$ cat config.mk
export PLATFORM = sky130hd
export DESIGN_NAME = ffla_cell
export DESIGN_NICKNAME = d
export VERILOG_FILES = /design/src/rtl/ffla_pkg.sv /design/src/rtl/ffla_cell.sv
export SDC_FILE = /design/constraint.sdc
export NUM_CORES = 1
export LEC_CHECK = 0
export CORE_MARGIN = 5
export CORE_UTILIZATION = 55
export CTS_CLUSTER_SIZE = 20
export DETAILED_ROUTE_END_ITERATION = 12
export DONT_BUFFER_PORTS = 1
export PLACE_DENSITY = 0.82
export SYNTH_ARGS = -nofsm -noshare
export SYNTH_HDL_FRONTEND = slang
export SYNTH_SLANG_ARGS = --single-unit
$ cat constraint.sdc
create_clock -name clk -period 9.45 [get_ports clk]
set_clock_uncertainty 0.05 [all_clocks]
set_input_delay 1.89 -clock clk [delete_from_list [all_inputs] [get_ports clk]]
set_output_delay 1.89 -clock clk [all_outputs]
set_load 0.05 [all_outputs]
$ cat src/rtl/ffla_pkg.sv
`timescale 1ns / 1ps
// ffla_pkg: widths, lane count and the stage record shared by the lane assigner.
// No dependencies.
package ffla_pkg;

  localparam int MAX_LANES = 32;
  localparam int TIME_W    = 64;
  localparam int LANE_W    = 5;
  localparam int CNT_W     = 6;

  typedef logic [TIME_W-1:0] time_val_t;
  typedef logic [LANE_W-1:0] lane_idx_t;
  typedef logic [CNT_W-1:0]  lane_cnt_t;

  // Item as it travels along the row of cells
  typedef struct packed {
    logic      valid;
    logic      new_group;
    time_val_t start_time;
    time_val_t end_time;
    logic      found;
    lane_idx_t lane;
    lane_cnt_t cnt;
  } ffla_stage_t;

endpackage

$ cat src/rtl/ffla_cell.sv
`timescale 1ns / 1ps
// ffla_cell: one lane of the assigner; holds its last end time and open flag,
// and one pipeline stage of the item record. Depends on ffla_pkg.
module ffla_cell (
  input  logic                  clk,
  input  logic                  rst,
  input  ffla_pkg::lane_idx_t   idx,
  input  ffla_pkg::ffla_stage_t up,
  output logic                  up_ready,
  output ffla_pkg::ffla_stage_t dn,
  input  logic                  dn_ready
);
  import ffla_pkg::*;

  time_val_t   last_end;
  logic        open;
  logic        dn_valid;
  ffla_stage_t dn_data;

  logic        take;
  logic        eff_open;
  logic        claim;
  logic        open_after;

  assign up_ready   = !dn_valid || dn_ready;
  assign take       = up.valid && up_ready;
  assign eff_open   = open && !up.new_group;
  assign claim      = !up.found && (!eff_open || (last_end < up.start_time));
  assign open_after = claim || eff_open;

  always_ff @(posedge clk) begin
    if (rst) begin
      open     <= 1'b0;
      dn_valid <= 1'b0;
    end else begin
      if (up_ready) begin
        dn_valid <= up.valid;
      end
      if (take) begin
        open <= open_after;
      end
    end
  end

  always_ff @(posedge clk) begin
    if (take) begin
      if (claim) begin
        last_end <= up.end_time;
      end
      dn_data.valid      <= 1'b1;
      dn_data.new_group  <= up.new_group;
      dn_data.start_time <= up.start_time;
      dn_data.end_time   <= up.end_time;
      dn_data.found      <= up.found || claim;
      dn_data.lane       <= claim ? idx : up.lane;
      dn_data.cnt        <= up.cnt + lane_cnt_t'(open_after);
    end
  end

  always_comb begin
    dn       = dn_data;
    dn.valid = dn_valid;
  end

endmodule

==> metrics, run 1 <==
run status=complete, no violations; Final Max Tran Viols=0; Crit. End Element=primary output; num ports=293; crit path launch type=primary input; Slowest-stage cell, CP=nand2b_1; period utilization=0.458; # setup viols final=0; row cnt=44; CP max stage delay=0.49 ns; Arr. time, crit path=2.38 ns; Core Footprint=14,500 µm²; GP Congestion=0.790; Num CTS Buffers=21; Die Wd=132 µm; minimum clock period=4.32 ns; vias=4,072; fmax=0.231 GHz; Die ar.=17,300 µm²; R2R depth=4; post-synthesis sequential area ratio=0.763; fin nets=716; Levels on crit path=1; Total GRT Usage=0.199; mean routed wirelength per cell=25.5 µm; Reg clk slew, reported paths=0.06 ns; pwr dens=230 nW/µm²; layout cell share with drive strength beyond 1=0.0837; Mapped Area=8120 µm²; Synth Instances=478; ANT cells=0; Initial DRC Count=229; capture point of the worst reg-to-reg path=dn[26]; area leader, netlist=edfxtp_1; Worst Hold Slack=0.495 ns; crit-path max FO=3; initial core utilization=0.559; Ys Warns=0; H-tree depth=1; DR DRC count=0; Unique masters post-synth=41; total grt overflow=0; RSZ-0062 raised after global routing=no; leakage power=3.44 nW; WL final=17,800 µm; pin count of the biggest net entering global routing=77; TNS Setup=0 ns; syn avg cell area=17.0 µm²; initial antenna violation count=0; iteration count of the initial detailed-routing pass=6; Cell Chain, Critical Path=nand2b_1; hpwl dp=13,400 µm; Die Ht=132 µm; CP Class=in2out; #FFs+latches synth=207; Critical Path RT=7.51 ns; worst path bufs/invs=0; relative slew slack=0.381; commonest non-fill, non-tap cells in the layout=edfxtp_1 (205), inv_1 (70), ha_1 (65); critical path endpoint=up_ready; crit path from=dn_ready; final antenna-violating net count=0; number of synthesized flops with an enable pin=205; vias per std cell=5.83; CTS tree=built; flop-to-flop setup slack=6.22 ns; Hold WC Path Type=reg2reg; Area Overhead vs Synth=10.8%; root buffer selected by CTS=clkbuf_16; postcts setup bufs=0; Post-synth top flop=edfxtp_1; first-pass GRT wire length=26,700 µm; syn_nets=693; clk_lat worst skew=0.48 ns; Filler cells=1,022; Async SR Flop Fraction=0; reg-to-reg critical path startpoint=dn_valid; max-cap violations=0; maximum vdd drop=0.000166 V; post-cts gate resize count=0; main area contributors after synthesis=edfxtp_1 (76%), ha_1 (10%), inv_1 (3.3%); Worst-Margin Slew=0.928 ns; clock tree sinks=207; top cell type's share of synthesized area=0.758; vias in the first global route=4,412; Port Buffer Count=0; Top delay family on crit path=simple AND/OR/NAND/NOR gates; commonest non-fill, non-tap cell in the layout=edfxtp_1; final hold vios=0; hold path startpoint=open; hold_buf cts=0; Max Buffers Root-to-Sink=3
## worst min-delay path by stage
stage | end | slack [ns] | depth (start not counted)
after global routing | open | 0.57 | 2
after global placement | open | 0.45 | 2
after detailed placement | open | 0.48 | 2
after CTS | open | 0.49 | 2
after floorplan | open | 0.43 | 2
final | open | 0.50 | 2
## cell usage after synthesis, drive strengths merged (2+ instances only)
cell type,instances
and4,3
nand2,21
ha,65
a21oi,26
dfxtp,2
nand2b,6
a31oi,2
nand4,10
nor2,8
nor3,4
xnor2,3
o21ai,10
nand3,11
nor4,2
a221oi,2
o221ai,5
o31ai,5
a221o,2
edfxtp,205
inv,71
## stage by stage
stage                     setup slack (ns)  instances   util  power [mW]  instance area, µm²
final                                 5.13        698  0.619        2.07                9000
after global routing                  5.07        698  0.619        2.15                9000
after CTS                             5.11        698  0.619        2.09                9000
after detailed placement              4.67        662  0.576        1.34                8370
after global placement                4.75        662  0.576        1.32                8370
after floorplan                       1.25        478      -        1.31                8120
## state kept, by name, summed over array words and instances (netlist names)
register,flops
last_end,64
open,1
dn,141
dn_valid,1
## cell type report
cell class	count	area, µm²	share of cell area
tap	184	230	0.0256
multi-input combinational	198	1650	0.184
timing repair buffer	2	15.0	0.00167
inverter	71	272	0.0302
sequential	207	6200	0.689
clock inverter	11	88.8	0.00987
clock buffer	25	541	0.0601
## power breakdown
| group | internal, mW | switching [mW] |
|---|---|---|
| Combinational | 0.0310 | 0.0609 |
| Clock | 0.436 | 0.317 |
| Sequential | 1.08 | 0.147 |
| Total | 1.54 | 0.525 |
## routing by layer
layer | routed length, µm | vias to the layer above | track usage | share of wire
met3 | 2100 | 23 | 0.0944 | 0.12
met1 | 5650 | 1986 | 0.193 | 0.32
li1 | - | 1838 | - | -
met2 | 9810 | 225 | 0.379 | 0.55
met4 | 256 | 0 | 0.0434 | 0.014
met5 | 0 | - | 0 | 0
## cells by family after synthesis
| group | share of synthesized area |
|---|---|
| xor gates and xnor gates | 0.00431 |
| DFF | 0.763 |
| buffers and inverters | 0.0342 |
| AOI/OAI and AO/OA | 0.0491 |
| and+or+nand+nor | 0.0494 |
| adders and majority gates | 0.100 |
Power figures use the tool's default switching activity.
==> run 2: changes to the inputs <==
clock period = 4.09 ns   (was 9.45 ns; I/O delays follow)
==> metrics, run 2 (synthesis gave the netlist of run 1 again) <==
run status=complete, no violations; vias per std cell=5.81 (-0.43%); final hold vios=0 (unchanged); Num CTS Buffers=21 (unchanged); Filler cells=987 (-3.4%); Die Ht=132 µm (unchanged); # setup viols final=0 (unchanged); crit path from=last_end[55]; ANT cells=0 (unchanged); critical path endpoint=last_end[45]; mean routed wirelength per cell=24.9 µm (-2.5%); first-pass GRT wire length=26,200 µm (-1.9%); Hold Path Stages=1 (-1); reg-to-reg critical path startpoint=last_end[55]; TNS Setup=0 ns (unchanged); hold_buf cts=0 (unchanged); R2R depth=9 (+5); GP Congestion=0.781 (-1.1%); final antenna-violating net count=0 (unchanged); clock tree sinks=207 (unchanged); placed cells=664 (+0.30%); Max Buffers Root-to-Sink=3 (unchanged); Multi-input gate area=1770 µm² (+7.1%); period utilization=0.784; RSZ-0062 raised after global routing=no; Initial DRC Count=241 (+5.2%); flop-to-flop setup slack=0.88 ns (-5.34 ns); row cnt=44 (unchanged); capture point of the worst reg-to-reg path=last_end[45]; pin count of the biggest net entering global routing=109 (+42%); pwr dens=518 nW/µm² (+130%); commonest non-fill, non-tap cell in the layout=edfxtp_1; vias=4,072 (unchanged); total grt overflow=0 (unchanged); Largest register FFs=141 (unchanged); vias in the first global route=4,344 (-1.5%); Crit. End Element=register; Area Overhead vs Synth=12.7%; Hold WC Path Type=in2reg; Core Footprint=14,500 µm² (unchanged); iteration count of the initial detailed-routing pass=5 (-1); Die Wd=132 µm (unchanged); fin nets=719 (+0.42%); crit path launch type=register; DR DRC count=0 (unchanged); Critical Path RT=4.23 ns (-3.28 ns); fin cells=701 (+0.43%); Layout Utilization=0.630 (+0.0108); FF+latch area=6200 µm² (unchanged); Arr. time, crit path=3.34 ns (+0.96 ns); post-cts gate resize count=0 (unchanged); max-cap violations=0 (unchanged); root buffer selected by CTS=clkbuf_16; CTS tree=built; initial antenna violation count=0 (unchanged); maximum vdd drop=0.000355 V (+110%); minimum clock period=3.21 ns; WL final=17,400 µm (-2.1%); H-tree depth=1 (unchanged); leakage power=3.45 nW (+0.58%); layout cell share with drive strength beyond 1=0.114 (+0.0305); commonest non-fill, non-tap cells in the layout=edfxtp_1 (205), inv_1 (69), ha_1 (58); relative slew slack=0.582 (+0.201); fmax=0.312 GHz; Port Buffer Count=0 (unchanged); Worst-Margin Slew=0.626 ns (-0.302 ns); num ports=293 (unchanged); initial core utilization=0.559 (unchanged); CP Class=reg2reg; Worst Hold Slack=0.352 ns (-0.144 ns); Reg clk slew, reported paths=0.06 ns (about the same); crit-path max FO=64 (+61); Final Max Tran Viols=0 (unchanged); clk_lat worst skew=0.49 ns (about the same); postcts setup bufs=0 (unchanged); Die ar.=17,300 µm² (unchanged); hpwl dp=13,200 µm (-1.7%); Total GRT Usage=0.192 (-0.00649)
run 2: changes by cell type in the layout (fill, tap and decap cells not counted), moves of 3 or more:
cell / before / now
clkinv_2: 4 / 7
clkbuf_1: 4 / 1
ha_1: 65 / 58
ha_4: 0 / 7
run 2: area by class of cell:
| cell class | instances | area share |
|---|---|---|
| clock buffers | 22 | 0.0578 |
| multi-input cells | 198 | 0.194 |
| repair buffers | 5 | 0.00766 |
| well taps | 184 | 0.0252 |
| flip-flops and latches | 207 | 0.677 |
| inverters | 71 | 0.0303 |
| clock inverters | 14 | 0.00848 |
run 2: worst min path at each step:
stage	from	end	slack, ns
floorplan	open	open	0.43
global placement	open	open	0.45
detailed placement	open	open	0.47
CTS	rst	dn_valid	0.33
global route	rst	open	0.34
finish	rst	dn_valid	0.35
run 2: worst max-delay path: stages, from the launching register on:
cell      delay (ns)
edfxtp_1        0.42
ha_4            0.30
nand4_1         0.22
nor4_4          0.49
nand2_2         0.11
o32ai_1         0.54
nor2_2          0.12
a31oi_4         0.28
nor3_4          0.08
buf_12          0.20
run 2: power by group:
part           internal (mW)  switching (mW)
registers               2.48           0.342
logic                 0.0860           0.144
clock network          0.939           0.743
run 2: metal layers:
layer  GRT usage  share of wire  vias up
li1            -              -     1849
met1       0.207           0.34     1972
met2       0.348           0.53      220
met3      0.0753          0.099       31
met4      0.0594          0.024        0
met5           0              0        -
run 2: per-stage QoR:
stage / setup slack (ns) / power [mW] / area, µm²
4_1_cts: 0.885 / 4.79 / 9130
5_1_grt: 0.678 / 4.92 / 9150
3_5_place_dp: 0.453 / 3.10 / 8520
2_1_floorplan: 0.00132 / 3.02 / 8260
3_3_place_gp: 0.461 / 3.07 / 8520
6_report: 0.885 / 4.74 / 9150
